[config.mk]
export PLATFORM = sky130hd
export DESIGN_NAME = m4rt_sat_flat
export DESIGN_NICKNAME = d
export VERILOG_FILES = /design/src/hw/rtl/m4rt_pkg.sv /design/src/hw/rtl/m4rt_if.sv /design/src/hw/rtl/m4rt_sat.sv /design/src/flat_wrapper.sv
export VERILOG_INCLUDE_DIRS = /design/src /design/src/hw/rtl
export SDC_FILE = /design/constraint.sdc
export NUM_CORES = 1
export LEC_CHECK = 0
export BUFFER_PORTS_ARGS = -buffer_cell sky130_fd_sc_hd__buf_2
export CAP_MARGIN = 20
export CORE_AREA = 2 2 205 207
export CTS_CLUSTER_DIAMETER = 120
export DETAILED_ROUTE_END_ITERATION = 8
export DIE_AREA = 0 0 207 209
export HOLD_SLACK_MARGIN = 0.06
export PLACE_DENSITY = 0.5
export SLEW_MARGIN = 20
export SYNTH_ARGS = -nofsm -noshare
export SYNTH_HDL_FRONTEND = slang
export SYNTH_SLANG_ARGS = --single-unit
[constraint.sdc]
create_clock -name clk -period 3.7 [get_ports clk]
set_input_delay 0.185 -clock clk [delete_from_list [all_inputs] [get_ports clk]]
set_output_delay 0.185 -clock clk [all_outputs]
set_load 0.02 [all_outputs]
[src/hw/rtl/matrix_4x4_row_transform_core_macros.svh]
// Assertion macros for the 4x4 matrix row transform core.
// Each macro expects clk and arst_n in the scope where it is used.
`ifndef MATRIX_4X4_ROW_TRANSFORM_CORE_MACROS_SVH
`define MATRIX_4X4_ROW_TRANSFORM_CORE_MACROS_SVH
`ifndef SYNTHESIS
`define M4RT_ASSERT_NOW(label, ante, cons) \
	label: assert property (@(posedge clk) disable iff (!arst_n) (ante) |-> (cons)) \
		else $error("m4rt: same-cycle check failed");
`define M4RT_ASSERT_NEXT(label, ante, cons) \
	label: assert property (@(posedge clk) disable iff (!arst_n) (ante) |=> (cons)) \
		else $error("m4rt: next-cycle check failed");
`else
`define M4RT_ASSERT_NOW(label, ante, cons)
`define M4RT_ASSERT_NEXT(label, ante, cons)
`endif
`endif

[src/hw/rtl/m4rt_pkg.sv]
// Shared types and constants for the 4x4 matrix row transform core.
// No dependencies.
`timescale 1ns / 1ps
package m4rt_pkg;
	localparam int DIM     = 4;
	localparam int ROW_W   = 2;
	localparam int WORD_W  = 32;
	localparam int FRAC_W  = 16;
	localparam int PROD_W  = 2 * WORD_W;
	localparam int ACC_W   = PROD_W + 2;
	localparam int SHIFT_W = ACC_W - FRAC_W;

	localparam logic [WORD_W-1:0] WORD_MAX = {1'b0, {(WORD_W-1){1'b1}}};
	localparam logic [WORD_W-1:0] WORD_MIN = {1'b1, {(WORD_W-1){1'b0}}};

	typedef enum logic {
		CMD_LOAD = 1'b0,
		CMD_MUL  = 1'b1
	} m4rt_cmd_t;

	typedef struct packed {
		m4rt_cmd_t                     cmd;
		logic [ROW_W-1:0]              row;
		logic [DIM-1:0][WORD_W-1:0]    elem;
		logic [DIM-1:0][ACC_W-1:0]     acc;
	} m4rt_item_t;
endpackage

[src/hw/rtl/m4rt_if.sv]


interface m4rt_res_if import m4rt_pkg::*; ();
	logic                     valid;
	logic                     ready;
	logic [ROW_W-1:0]         out_row;
	logic signed [WORD_W-1:0] out_col0;
	logic signed [WORD_W-1:0] out_col1;
	logic signed [WORD_W-1:0] out_col2;
	logic signed [WORD_W-1:0] out_col3;
	logic                     saturated;

	modport source (output valid, out_row, out_col0, out_col1, out_col2, out_col3,
		saturated, input ready);
	modport sink (input valid, out_row, out_col0, out_col1, out_col2, out_col3,
		saturated, output ready);
endinterface

[src/hw/rtl/m4rt_sat.sv]
// Output stage: floor shift of the column sums, saturation to 32 bits and the
// result register. Drops load requests. Depends on m4rt_pkg, m4rt_if, macros.
`timescale 1ns / 1ps
`include "matrix_4x4_row_transform_core_macros.svh"
module m4rt_sat
	import m4rt_pkg::*;
(
	input  logic              clk,
	input  logic              arst_n,
	input  logic              up_valid,
	input  m4rt_item_t        up_item,
	output logic              up_ready,
	m4rt_res_if.source        res
);
	logic [WORD_W-1:0] col [DIM];
	logic              clip;
	logic              take_load;
	logic              take_mul;

	assign up_ready  = !res.valid || res.ready;
	assign take_load = up_valid && up_ready && (up_item.cmd == CMD_LOAD);
	assign take_mul  = up_valid && up_ready && (up_item.cmd == CMD_MUL);

	always_comb begin
		logic [SHIFT_W-1:0]          sh;
		logic [SHIFT_W-WORD_W:0]     hi;
		clip = 1'b0;
		for (int j = 0; j < DIM; j++) begin
			sh = up_item.acc[j][ACC_W-1:FRAC_W];
			hi = sh[SHIFT_W-1:WORD_W-1];
			if ((&hi) || !(|hi)) begin
				col[j] = sh[WORD_W-1:0];
			end else begin
				clip   = 1'b1;
				col[j] = sh[SHIFT_W-1] ? WORD_MIN : WORD_MAX;
			end
		end
	end

	always_ff @(posedge clk or negedge arst_n) begin
		if (!arst_n) begin
			res.valid <= 1'b0;
		end else if (up_ready) begin
			res.valid <= up_valid && (up_item.cmd == CMD_MUL);
		end
	end

	always_ff @(posedge clk) begin
		if (up_valid && up_ready) begin
			res.out_row   <= up_item.row;
			res.out_col0  <= $signed(col[0]);
			res.out_col1  <= $signed(col[1]);
			res.out_col2  <= $signed(col[2]);
			res.out_col3  <= $signed(col[3]);
			res.saturated <= clip;
		end
	end

	`M4RT_ASSERT_NEXT(a_load_no_result, take_load, !res.valid)
	`M4RT_ASSERT_NEXT(a_mul_gives_row, take_mul, res.valid && res.out_row == $past(up_item.row))
endmodule

[src/flat_wrapper.sv]
// flat-port wrapper written by rule: the top's interface ports become plain ports
module m4rt_sat_flat import m4rt_pkg::*;
  (clk, arst_n, up_valid, up_item, up_ready, res_valid, res_out_row, res_out_col0, res_out_col1, res_out_col2, res_out_col3, res_saturated, res_ready);
  m4rt_res_if res_i ();
  input  logic clk;
  input  logic arst_n;
  input  logic up_valid;
  input  m4rt_item_t up_item;
  output logic up_ready;
  output wire logic [$bits(res_i.valid)-1:0] res_valid;
  output wire logic [$bits(res_i.out_row)-1:0] res_out_row;
  output wire logic [$bits(res_i.out_col0)-1:0] res_out_col0;
  output wire logic [$bits(res_i.out_col1)-1:0] res_out_col1;
  output wire logic [$bits(res_i.out_col2)-1:0] res_out_col2;
  output wire logic [$bits(res_i.out_col3)-1:0] res_out_col3;
  output wire logic [$bits(res_i.saturated)-1:0] res_saturated;
  input wire logic [$bits(res_i.ready)-1:0] res_ready;
  assign res_valid = res_i.valid;
  assign res_out_row = res_i.out_row;
  assign res_out_col0 = res_i.out_col0;
  assign res_out_col1 = res_i.out_col1;
  assign res_out_col2 = res_i.out_col2;
  assign res_out_col3 = res_i.out_col3;
  assign res_saturated = res_i.saturated;
  assign res_i.ready = res_ready;
  m4rt_sat u_core (.clk(clk), .arst_n(arst_n), .up_valid(up_valid), .up_item(up_item), .up_ready(up_ready), .res(res_i));
endmodule
==> results of run 1 <==
logic make-up (layout without fill, tap and decap cells):
group           after synthesis  after routing
compound gates              132            132
buf+inv                      28            513
flops                       132            132
other cells                   0              1
simple gates                 57             57
worst max-delay path by stage:
stage / startpoint / end / slack (ns) / cells after the start
2_1_floorplan: u_core.res.valid / u_core.res.out_col0[0] / 0.89 / 2
4_1_cts: up_item[65] / u_core.res.saturated / 1.37 / 7
3_5_place_dp: up_item[58] / u_core.res.saturated / 1.07 / 6
5_1_grt: up_item[263] / u_core.res.saturated / 1.16 / 7
6_report: up_item[65] / u_core.res.saturated / 1.39 / 7
3_3_place_gp: up_item[58] / u_core.res.saturated / 1.07 / 6
area by class of cell:
class / instances / share of cell area (%)
diodes: 1 / 0.0253
clock buffers: 17 / 4.30
clock inverters: 15 / 1.82
multi-input cells: 189 / 15.5
flip-flops and latches: 132 / 40.0
well taps: 539 / 6.82
repair buffers: 481 / 31.5
layout by cell type, fill, tap and decap left out, drive strengths merged:
| cell | Yosys | layout |
|---|---|---|
| clkinv | 0 | 5 |
| dfrtp | 1 | 1 |
| dlygate4sd3 | 3 | 135 |
| clkbuf | 1 | 17 |
| a21o | 124 | 124 |
| nor4 | 20 | 20 |
| a31o | 4 | 4 |
| a311oi | 4 | 4 |
| diode | 0 | 1 |
| and3 | 4 | 4 |
| nand2b | 1 | 1 |
| nand2 | 2 | 2 |
| edfxtp | 131 | 131 |
| bufinv | 0 | 3 |
| clkinvlp | 0 | 3 |
| nor2 | 8 | 8 |
| and2 | 1 | 1 |
| buf | 24 | 346 |
| nand4 | 21 | 21 |
| inv | 0 | 4 |
layer usage:
metal / GRT usage, % / share of wire (%) / up-vias
li1: - / - / 2347
met2: 14.8 / 49 / 211
met3: 3.53 / 7.2 / 21
met5: 0 / 0 / -
met1: 9.97 / 42 / 2310
met4: 3.74 / 1.8 / 0
worst reg2reg max path, cell delays in order (launching register included):
cell and delay, ns:
sky130_fd_sc_hd__dfrtp_1 0.39, sky130_fd_sc_hd__nand2b_1 0.12, sky130_fd_sc_hd__and2_4 0.40, sky130_fd_sc_hd__buf_4 0.44
state kept, by name, summed over array words and instances (netlist names):
register	count
u_core.res.out_col0	32
u_core.res.out_col1	32
u_core.res.out_col2	32
u_core.res.out_col3	32
u_core.res.out_row	2
u_core.res.saturated	1
u_core.res.valid	1
cell usage after synthesis, types with 2 or more instances:
cell	n	area [sq um]
sky130_fd_sc_hd__nand2_1	2	7.51
sky130_fd_sc_hd__nor4_2	4	50.1
sky130_fd_sc_hd__a311oi_2	3	45.0
sky130_fd_sc_hd__buf_2	3	15.0
sky130_fd_sc_hd__nor2_1	8	30.0
sky130_fd_sc_hd__a21o_1	39	293
sky130_fd_sc_hd__a21o_2	85	744
sky130_fd_sc_hd__nor4_1	16	100
sky130_fd_sc_hd__dlygate4sd3_1	3	30.0
sky130_fd_sc_hd__a31o_2	4	35.0
sky130_fd_sc_hd__and3_1	4	25.0
sky130_fd_sc_hd__nand4_1	21	131
sky130_fd_sc_hd__buf_4	3	22.5
sky130_fd_sc_hd__buf_6	18	203
sky130_fd_sc_hd__edfxtp_1	131	3930
stage by stage:
step,instances,instance area (sq um),util (%),hold WS [ns],setup WS (ns)
after floorplan,349,5720,-,-0.111,0.892
after global placement,1206,7930,19.2,-0.0365,1.07
after detailed placement,1206,7930,19.2,-0.0357,1.07
after CTS,1373,9890,23.9,0.271,1.37
after global routing,1374,9890,24.0,0.298,1.16
final,1374,9890,24.0,0.304,1.39
power by group through the flow:
stage / logic, mW / clock network [mW] / registers [mW]
after global placement: 0.488 / 0 / 1.80
after CTS: 0.607 / 1.86 / 1.77
after detailed placement: 0.492 / 0 / 1.81
final: 0.599 / 1.78 / 1.77
after floorplan: 0.127 / 0 / 1.93
after global routing: 0.647 / 1.91 / 1.78
==> summary.md, run 1 <==
| Metric | Value |
|---|---|
| Run status | completed |
| Area taken by multi-input logic gates | 1540 sq um |
| Clock Path Buffers | 2 |
| Total of endpoints with negative setup slack in the final report | 0 |
| Type of the worst setup path | primary input to flop |
| RSZ-0062 raised after global routing | false |
| Vias per cell | 3.56 |
| Global-route wire length before repair | around 29000 um |
| Gpl congestion | 0.732 |
| Final count of pins violating max slew | 0 |
| Multiplexer fraction of the synthesized cell area | 0% |
| Fraction of registers with async set/reset | less than 1% |
| Reg-to-Reg Start | u_core.res.valid |
| Endpoint type of the worst setup path | flop |
| Number of setup buffers added after CTS | 0 |
| Max Cap Violations | 0 |
| CP max FO | 32 |
| Post-synthesis register bit count | around 130 |
| Area share of and/or/nand/nor cells after synthesis | 6.24% |
| Relative slew slack | a little under half |
| Worst hold path type | primary input to flop |
| Ratio of total power to cell area | roughly 420 nW/um^2 |
| Post-Synthesis Mean Instance Area | 16.4 sq um |
| Slack of the worst reg-to-reg path | 2.01 ns |
| Hold path startpoint | up_valid |
| Share of power burned in combinational logic | 14.4% |
| Xor and xnor area share after synthesis | 0% |
| Filler cells | 4404 |
| Number of gates given a new drive strength after cts | 0 |
| Count of warnings emitted by yosys | 0 |
| WL/cell | 13.9 um |
| Final ANT Viol Nets | 0 |
| Clock-pin slew of the registers on the worst-case setup and hold paths | 0.06 ns |
| Synthesized-area fraction occupied by ao, oa, aoi and oai cells | 19.7% |
| Int Pwr | 3.11 mW |
| Via count of the routed design | about 4900 |
| Buf/Inv on CP | 2 |
| Part of the power in the clock network | 42.9% |
| Kind of start point of the critical path | primary input |
| Register area share after synthesis | 69.3% |
| Net count after synthesis | approximately 750 |
| Number of remaining DRC errors | 0 |
| Post-synthesis to final-layout area growth | 73.1% |
| Final setup TNS | 0 ns |
| Detailed-router iteration count before antenna repair | 4 |
| Portion of the clock cycle consumed by the worst path in the final layout | 62.5% |
| Tot Pwr | 4.15 mW |
| Y dimension of the die | approximately 210 um |
| Via count of the first global-routing pass | 5204 |
| CP Cell Sequence | dlygate4sd3_1, buf_2, nor4_1, nand4_1, nor4_2, a31o_2, nand4_1 |
| Std-Cell Rows | between 70 and 80 |
| Clock latency on the worst-skew pair | 0.44 ns |
| Post-Syn Instances | 349 |
| Sw Pwr | 1.05 mW |
| Cell at the root of the clock tree | sky130_fd_sc_hd__clkbuf_16 |
| Crit-path most repeated cell | sky130_fd_sc_hd__nand4_1 |
| Global route total overflow | 0 |
| Clock tree from TritonCTS | done |
| GRT Overall Usage | 8.84% |
| Post-synth EDFFs | between 100 and 150 |
| P_leak | between 4 and 5 nW |
| Net switching share of the total power | 25.2% |
| Kind of cell with the highest combined delay on the critical path | simple AND/OR/NAND/NOR gates |
| Initial Util | between 10% and 20% |
| Count of cells along the worst register-to-register path | 3 |
| Data required time at the worst endpoint | 3.85 ns |
| Highest-delay cell along the critical path | sky130_fd_sc_hd__a31o_2 |
| Dpl hpwl | 13100 um |
| Number of different library cells in the post-synthesis netlist | 20 |
| FF+latch area | a little under 4000 sq um |
| Largest net degree at the start of global routing | 66 |
| Pin slew with the least headroom to its limit | 0.817 ns |
| Net count reported at finish | 1220 |
| Input/output buffers | approximately 340 |
| Dominant combinational cell family by area after synthesis | compound AO/OA/AOI/OAI gates |
| Iteration-0 DRC count of the detailed router | 185 |
| Number of H-tree levels | 4 |
| Final hold violation count | 0 |
| Antenna violations before repair | 1 |
| Fraction of layout instances using a drive strength above 1 | 56.8% |
| Data arrival, critical path | 2.46 ns |
| Top flip-flop cell by instance count after synthesis | sky130_fd_sc_hd__edfxtp_1 |
| Floorplan Core Area | around 41000 sq um |
| Max Clock Skew | slightly below 0.006 ns |
| Synth Area in Adders | 0% |
| Share of power burned in registers | 42.7% |
| Clock buffer count from CTS | 17 |
| Capture point of the worst reg-to-reg path | u_core.res.out_col2[31] |
| Number of ports placed on the die boundary | approximately 530 |
| Worst hold stages | 2 |
| Sink of the worst hold path | u_core.res.out_col0[6] |
| Total wire length after detailed routing | 19100 um |
| Max rail drop VDD | 308 uV |
| Tmin final | 2.31 ns |
| Worst stage delay on the critical path | 0.68 ns |
| Combined area of all synthesized cells | 5720 sq um |
| Clock tree sinks | 132 |
| Total Die Area | 43300 sq um |
| # hold bufs at CTS | 135 |
| Max Fclk | 432 MHz |
| Die outline width | slightly above 200 um |
(Power assumes the default switching activity.)
==> run 2: changes to the inputs <==
--- a/config.mk
+++ b/config.mk
@@ -8,12 +8,12 @@
 export LEC_CHECK = 0
 export BUFFER_PORTS_ARGS = -buffer_cell sky130_fd_sc_hd__buf_2
 export CAP_MARGIN = 20
-export CORE_AREA = 2 2 205 207
+export CORE_AREA = 2 2 209 211
 export CTS_CLUSTER_DIAMETER = 120
 export DETAILED_ROUTE_END_ITERATION = 8
-export DIE_AREA = 0 0 207 209
+export DIE_AREA = 0 0 211 213
 export HOLD_SLACK_MARGIN = 0.06
-export PLACE_DENSITY = 0.5
+export PLACE_DENSITY = 0.48
 export SLEW_MARGIN = 20
 export SYNTH_ARGS = -nofsm -noshare
 export SYNTH_HDL_FRONTEND = slang
==> constraint.sdc (replaced) <==
create_clock -name clk -period 2.3 [get_ports clk]
set_input_delay 0.115 -clock clk [delete_from_list [all_inputs] [get_ports clk]]
set_output_delay 0.115 -clock clk [all_outputs]
set_load 0.02 [all_outputs]
==> summary.md, run 2 (synthesized netlist as in run 1, its figures left out) <==
| Metric | Value |
|---|---|
| Clock-pin slew of the registers on the worst-case setup and hold paths | 0.07 ns (about the same) |
| Std-Cell Rows | 76 (+1.3%) |
| Final setup TNS | 0 ns (unchanged) |
| Reg-to-Reg Start | u_core.res.valid |
| Share of power burned in combinational logic | 14.7% (+0.3 points) |
| Net switching share of the total power | 27.3% (+2.1 points) |
| Total Die Area | 44900 sq um (+3.9%) |
| Tmin final | 2.12 ns |
| Final hold violation count | 0 (unchanged) |
| Leading cell types in the layout, fill and taps excluded | 339 x sky130_fd_sc_hd__buf_2, 135 x sky130_fd_sc_hd__dlygate4sd3_1, 131 x sky130_fd_sc_hd__edfxtp_1 |
| Max Fclk | ~470 MHz |
| Clock Path Buffers | 2 (unchanged) |
| Total of endpoints with negative setup slack in the final report | 0 (unchanged) |
| Global route total overflow | 0 (unchanged) |
| Largest net degree at the start of global routing | 72 (+9.1%) |
| Min setup slack post-route | 0.184 ns (-1.20 ns) |
| Ratio of total power to cell area | 665 nW/um^2 (+58%) |
| CP max FO | 17 (-47%) |
| Number of H-tree levels | 4 (unchanged) |
| Sink of the worst hold path | u_core.res.out_col3[23] |
| Endpoint type of the worst setup path | flop |
| Layout Cell Area excl Fill | 9990 sq um (+0.97%) |
| Share of power burned in registers | 43.0% (+0.3 points) |
| Input/output buffers | 339 (unchanged) |
| Vias per cell | 3.55 (-0.20%) |
| Type of the worst setup path | primary input to flop |
| Clock tree sinks | 132 (unchanged) |
| Max Clock Skew | 0.00731 ns (+0.00154 ns) |
| Via count of the routed design | 4929 (+0.82%) |
| RSZ-0062 raised after global routing | false |
| Fraction of layout instances using a drive strength above 1 | 57.4% (+0.53 points) |
| Run status | completed |
| Final count of pins violating max slew | 0 (unchanged) |
| Tot Pwr | 6.64 mW (+60%) |
| Floorplan Core Area | 42700 sq um (+3.4%) |
| Number of setup buffers added after CTS | 0 (unchanged) |
| Iteration-0 DRC count of the detailed router | 279 (+51%) |
| Count of cells along the worst register-to-register path | 3 (unchanged) |
| Leading cell type in the layout, fill and taps excluded | sky130_fd_sc_hd__buf_2 |
| Final ANT Viol Nets | 0 (unchanged) |
| Relative slew slack | 26.8% (-19 points) |
| Data required time at the worst endpoint | 2.53 ns (-1.32 ns) |
| Slack of the worst reg-to-reg path | 0.72 ns (-1.29 ns) |
| Worst hold path type | primary input to flop |
| Clock buffer count from CTS | 17 (unchanged) |
| Number of ports placed on the die boundary | 532 (unchanged) |
| Part of the power in the clock network | 42.4% (-0.5 points) |
| Max rail drop VDD | 508 uV (+65%) |
| Net count reported at finish | 1228 (+0.66%) |
| Initial Util | 13.4% (-0.46 points) |
| Hold path startpoint | up_valid |
| Die outline width | 211 um (+1.9%) |
| Post-synthesis to final-layout area growth | 74.7% |
| Y dimension of the die | 213 um (+1.9%) |
| Cell at the root of the clock tree | sky130_fd_sc_hd__clkbuf_16 |
| Capture point of the worst reg-to-reg path | u_core.res.out_col2[22] |
| Area of placed instances | 8040 sq um (+1.3%) |
| ANT cells | 0 (-1) |
| Filler cells | 4517 (+2.6%) |
| Worst hold stages | 2 (unchanged) |
| Data arrival, critical path | 2.34 ns (-0.12 ns) |
| Clock tree from TritonCTS | done |
| Antenna violations before repair | 1 (unchanged) |
| Detailed-router iteration count before antenna repair | 4 (unchanged) |
| Total wire length after detailed routing | 19200 um (+0.54%) |
| GRT Overall Usage | 8.63% (-0.21 points) |
| P_leak | 4.43 nW (+1.3%) |
| Int Pwr | 4.83 mW (+55%) |
| Final core utilization | 23.4% (-0.56 points) |
| Dpl hpwl | 13500 um (+3.2%) |
| Worst hold margin | 0.130 ns (-0.174 ns) |
| Pin slew with the least headroom to its limit | 1.10 ns (+0.281 ns) |
| Number of remaining DRC errors | 0 (unchanged) |
| Portion of the clock cycle consumed by the worst path in the final layout | 92.0% |
| Clock latency on the worst-skew pair | 0.48 ns (+0.04 ns) |
| Via count of the first global-routing pass | 5003 (-3.9%) |
| Worst setup timing slack at the placement stage | 0.142 ns (-0.933 ns) |
| Final standard cell count with taps included and fillers excluded | 1388 (+1.0%) |
| Kind of start point of the critical path | primary input |
| Gpl congestion | 0.704 (-3.8%) |
| Placed instance count | 1221 (+1.2%) |
| WL/cell | 13.8 um (-0.47%) |
| Sw Pwr | 1.81 mW (+73%) |
| Global-route wire length before repair | 27900 um (-2.8%) |
| Max Cap Violations | 0 (unchanged) |
## run 2: per-layer routing
| layer | track usage (%) | share of wire (%) | vias up |
|---|---|---|---|
| met1 | 9.53 | 42 | 2314 |
| li1 | - | - | 2370 |
| met2 | 13.9 | 48 | 217 |
| met3 | 3.75 | 7.2 | 26 |
| met5 | 0 | 0.057 | - |
| met4 | 4.98 | 2.4 | 2 |
## run 2: repair_timing
action                                  CTS  global route
hold endpoints to repair                132             0
endpoints found under the setup margin    0             9
gates resized for setup                   0             1
hold buffers                            135             0
## run 2: worst max-delay path by stage
stage	start	to	slack (ns)
5_1_grt	up_item[65]	u_core.res.out_col0[30]	0.04
6_report	up_item[65]	u_core.res.out_col0[7]	0.18
2_1_floorplan	u_core.res.valid	u_core.res.out_col0[0]	0.18
3_3_place_gp	up_item[65]	u_core.res.out_col0[29]	0.15
4_1_cts	up_item[65]	u_core.res.out_col0[30]	0.12
3_5_place_dp	up_item[65]	u_core.res.out_col0[7]	0.14
## run 2: final cells by class
class                      instances  area (sq um)  share of cell area [%]
clock buffer                      17           425                    4.26
clock inverter                    15           164                    1.64
multi-input combinational        189          1550                    15.5
sequential                       132          3960                    39.6
tap                              546           683                    6.84
timing repair buffer             489          3210                    32.1
## run 2: power groups by stage
stage	Combinational, mW	Sequential, mW	Clock [mW]
4_1_cts	0.987	2.85	2.97
3_5_place_dp	0.800	2.91	0
5_1_grt	1.05	2.87	3.02
6_report	0.974	2.85	2.81
2_1_floorplan	0.206	3.10	0
3_3_place_gp	0.793	2.90	0
## run 2: worst max-delay path, stage by stage
cell and delay [ns]:
sky130_fd_sc_hd__dlygate4sd3_1 0.53, sky130_fd_sc_hd__buf_2 0.15, sky130_fd_sc_hd__nor4_1 0.38, sky130_fd_sc_hd__nand4_1 0.26, sky130_fd_sc_hd__nor4_4 0.28, sky130_fd_sc_hd__a311oi_4 0.18
sky130_fd_sc_hd__buf_12 0.25, sky130_fd_sc_hd__a21o_2 0.19
==> run 3: changes to the inputs <==
--- a/config.mk
+++ b/config.mk
@@ -6,7 +6,7 @@
 export SDC_FILE = /design/constraint.sdc
 export NUM_CORES = 1
 export LEC_CHECK = 0
-export BUFFER_PORTS_ARGS = -buffer_cell sky130_fd_sc_hd__buf_2
+export BUFFER_PORTS_ARGS = -buffer_cell sky130_fd_sc_hd__buf_4
 export CAP_MARGIN = 20
 export CORE_AREA = 2 2 209 211
 export CTS_CLUSTER_DIAMETER = 120
==> summary.md, run 3 (synthesized netlist as in run 1, its figures left out) <==
| Metric | Value |
|---|---|
| Tmin final | 2.16 ns (+0.0413 ns) |
| Cell at the root of the clock tree | sky130_fd_sc_hd__clkbuf_16 |
| Filler cells | 4503 (-0.31%) |
| Type of the worst setup path | primary input to flop |
| CP max FO | 18 (+1) |
| Input/output buffers | 339 (unchanged) |
| Leading cell type in the layout, fill and taps excluded | sky130_fd_sc_hd__buf_4 |
| Detailed-router iteration count before antenna repair | 4 (unchanged) |
| Min setup slack post-route | 0.143 ns (-0.0413 ns) |
| Largest net degree at the start of global routing | 66 (-8.3%) |
| Via count of the first global-routing pass | 5176 (+3.5%) |
| Final hold violation count | 0 (unchanged) |
| Std-Cell Rows | 76 (unchanged) |
| Die outline width | 211 um (unchanged) |
| Dpl hpwl | 14100 um (+4.9%) |
| Area of placed instances | 8910 sq um (+11%) |
| Pin slew with the least headroom to its limit | 0.946 ns (-0.152 ns) |
| Ratio of total power to cell area | 631 nW/um^2 (-5.1%) |
| Global route total overflow | 0 (unchanged) |
| Max Fclk | 464 MHz (-1.9%) |
| Total wire length after detailed routing | 20000 um (+4.4%) |
| Clock buffer count from CTS | 17 (unchanged) |
| Worst hold margin | 0.175 ns (+0.0453 ns) |
| Clock latency on the worst-skew pair | 0.44 ns (-0.04 ns) |
| Endpoint type of the worst setup path | flop |
| Worst hold path type | primary input to flop |
| Number of setup buffers added after CTS | 0 (unchanged) |
| Data arrival, critical path | 2.48 ns (+0.14 ns) |
| Worst setup timing slack at the placement stage | 0.0869 ns (-0.0546 ns) |
| Slack of the worst reg-to-reg path | 0.71 ns (about the same) |
| Y dimension of the die | 213 um (unchanged) |
| Clock tree from TritonCTS | done |
| Tot Pwr | 6.86 mW (+3.3%) |
| Number of remaining DRC errors | 0 (unchanged) |
| Data required time at the worst endpoint | 2.62 ns (+0.09 ns) |
| Layout Cell Area excl Fill | 10900 sq um (+8.8%) |
| Final count of pins violating max slew | 0 (unchanged) |
| Iteration-0 DRC count of the detailed router | 205 (-27%) |
| Clock tree sinks | 132 (unchanged) |
| FF+latch area | 3960 sq um (unchanged) |
| Leading cell types in the layout, fill and taps excluded | 350 x sky130_fd_sc_hd__buf_4, 135 x sky130_fd_sc_hd__dlygate4sd3_1, 131 x sky130_fd_sc_hd__edfxtp_1 |
| Net count reported at finish | 1229 (+0.081%) |
| Total of endpoints with negative setup slack in the final report | 0 (unchanged) |
| Number of ports placed on the die boundary | 532 (unchanged) |
| Kind of start point of the critical path | primary input |
| Max Cap Violations | 0 (unchanged) |
| Fraction of layout instances using a drive strength above 1 | 57.5% (+0.17 points) |
| Number of H-tree levels | 4 (unchanged) |
| Clock-pin slew of the registers on the worst-case setup and hold paths | 0.07 ns (about the same) |
| Via count of the routed design | 4969 (+0.81%) |
| Final setup TNS | 0 ns (unchanged) |
| P_leak | 4.73 nW (+6.8%) |
| Gpl congestion | 0.693 (-1.5%) |
| Run status | completed |
| Final ANT Viol Nets | 0 (unchanged) |
| Relative slew slack | 36.9% (+10 points) |
| Max rail drop VDD | 491 uV (-3.4%) |
| Post-synthesis to final-layout area growth | 90.2% |
| Portion of the clock cycle consumed by the worst path in the final layout | 93.8% (+1.8 points) |
| Antenna violations before repair | 1 (unchanged) |
| Vias per cell | 3.57 (+0.67%) |
| Floorplan Core Area | 42700 sq um (unchanged) |
| GRT Overall Usage | 8.69% (+0.060 points) |
| RSZ-0062 raised after global routing | false |
| Clock Path Buffers | 2 (unchanged) |
| Initial Util | 13.4% (unchanged) |
| Max Clock Skew | 0.00700 ns (-0.000303 ns) |
| Total Die Area | 44900 sq um (unchanged) |
| Area taken by multi-input logic gates | 1550 sq um (+0.41%) |
| Global-route wire length before repair | 29000 um (+3.7%) |
| WL/cell | 14.4 um (+4.3%) |
## run 3: critical path, stage by stage
cell                            delay (ns)
sky130_fd_sc_hd__dlygate4sd3_1        0.54
sky130_fd_sc_hd__buf_4                0.16
sky130_fd_sc_hd__nor4_1               0.32
sky130_fd_sc_hd__nand4_1              0.15
sky130_fd_sc_hd__nor4_2               0.32
sky130_fd_sc_hd__a31o_2               0.38
sky130_fd_sc_hd__buf_4                0.31
sky130_fd_sc_hd__a21o_2               0.16
## run 3: layout make-up
class / instances / share of cell area [%]
Antenna cell: 1 / 0.0230
Clock buffer: 17 / 3.91
Clock inverter: 15 / 1.57
Multi-Input combinational cell: 189 / 14.3
Sequential cell: 132 / 36.4
Tap cell: 546 / 6.28
Timing Repair Buffer: 490 / 37.5
## run 3: per-stage QoR
stage	utilization, %	std cells
floorplan	-	349
global placement	20.9	1222
detailed placement	20.9	1222
CTS	25.4	1389
global route	25.5	1390
finish	25.5	1390
## run 3: path summary, 6_finish.rpt
check	from	to	cells after the start
max in group asynchronous	arst_n	u_core.res.valid	3
max reg2reg	u_core.res.valid	u_core.res.out_col2[20]	3
min in group asynchronous	arst_n	u_core.res.valid	3
max	up_item[263]	u_core.res.out_col3[6]	8
min	up_valid	u_core.res.out_col3[21]	2
min reg2reg	u_core.res.valid	u_core.res.out_col3[21]	2
## run 3: metal layers
metal	track usage (%)	share of wire, %
met5	0	0
met4	3.89	2.1
met1	10.1	42
met2	13.9	48
met3	3.66	8.0
## run 3: power by group
group          switching (mW)  internal, mW  total (mW)
logic                   0.513         0.644        1.16
clock network            1.22          1.62        2.84
registers              0.0404          2.82        2.86
## run 3: repair_timing
action | CTS | global route
resized for setup | 0 | 2
endpoints found under the setup margin | 0 | 15
hold buffers | 135 | 0
hold endpoints to repair | 132 | 0
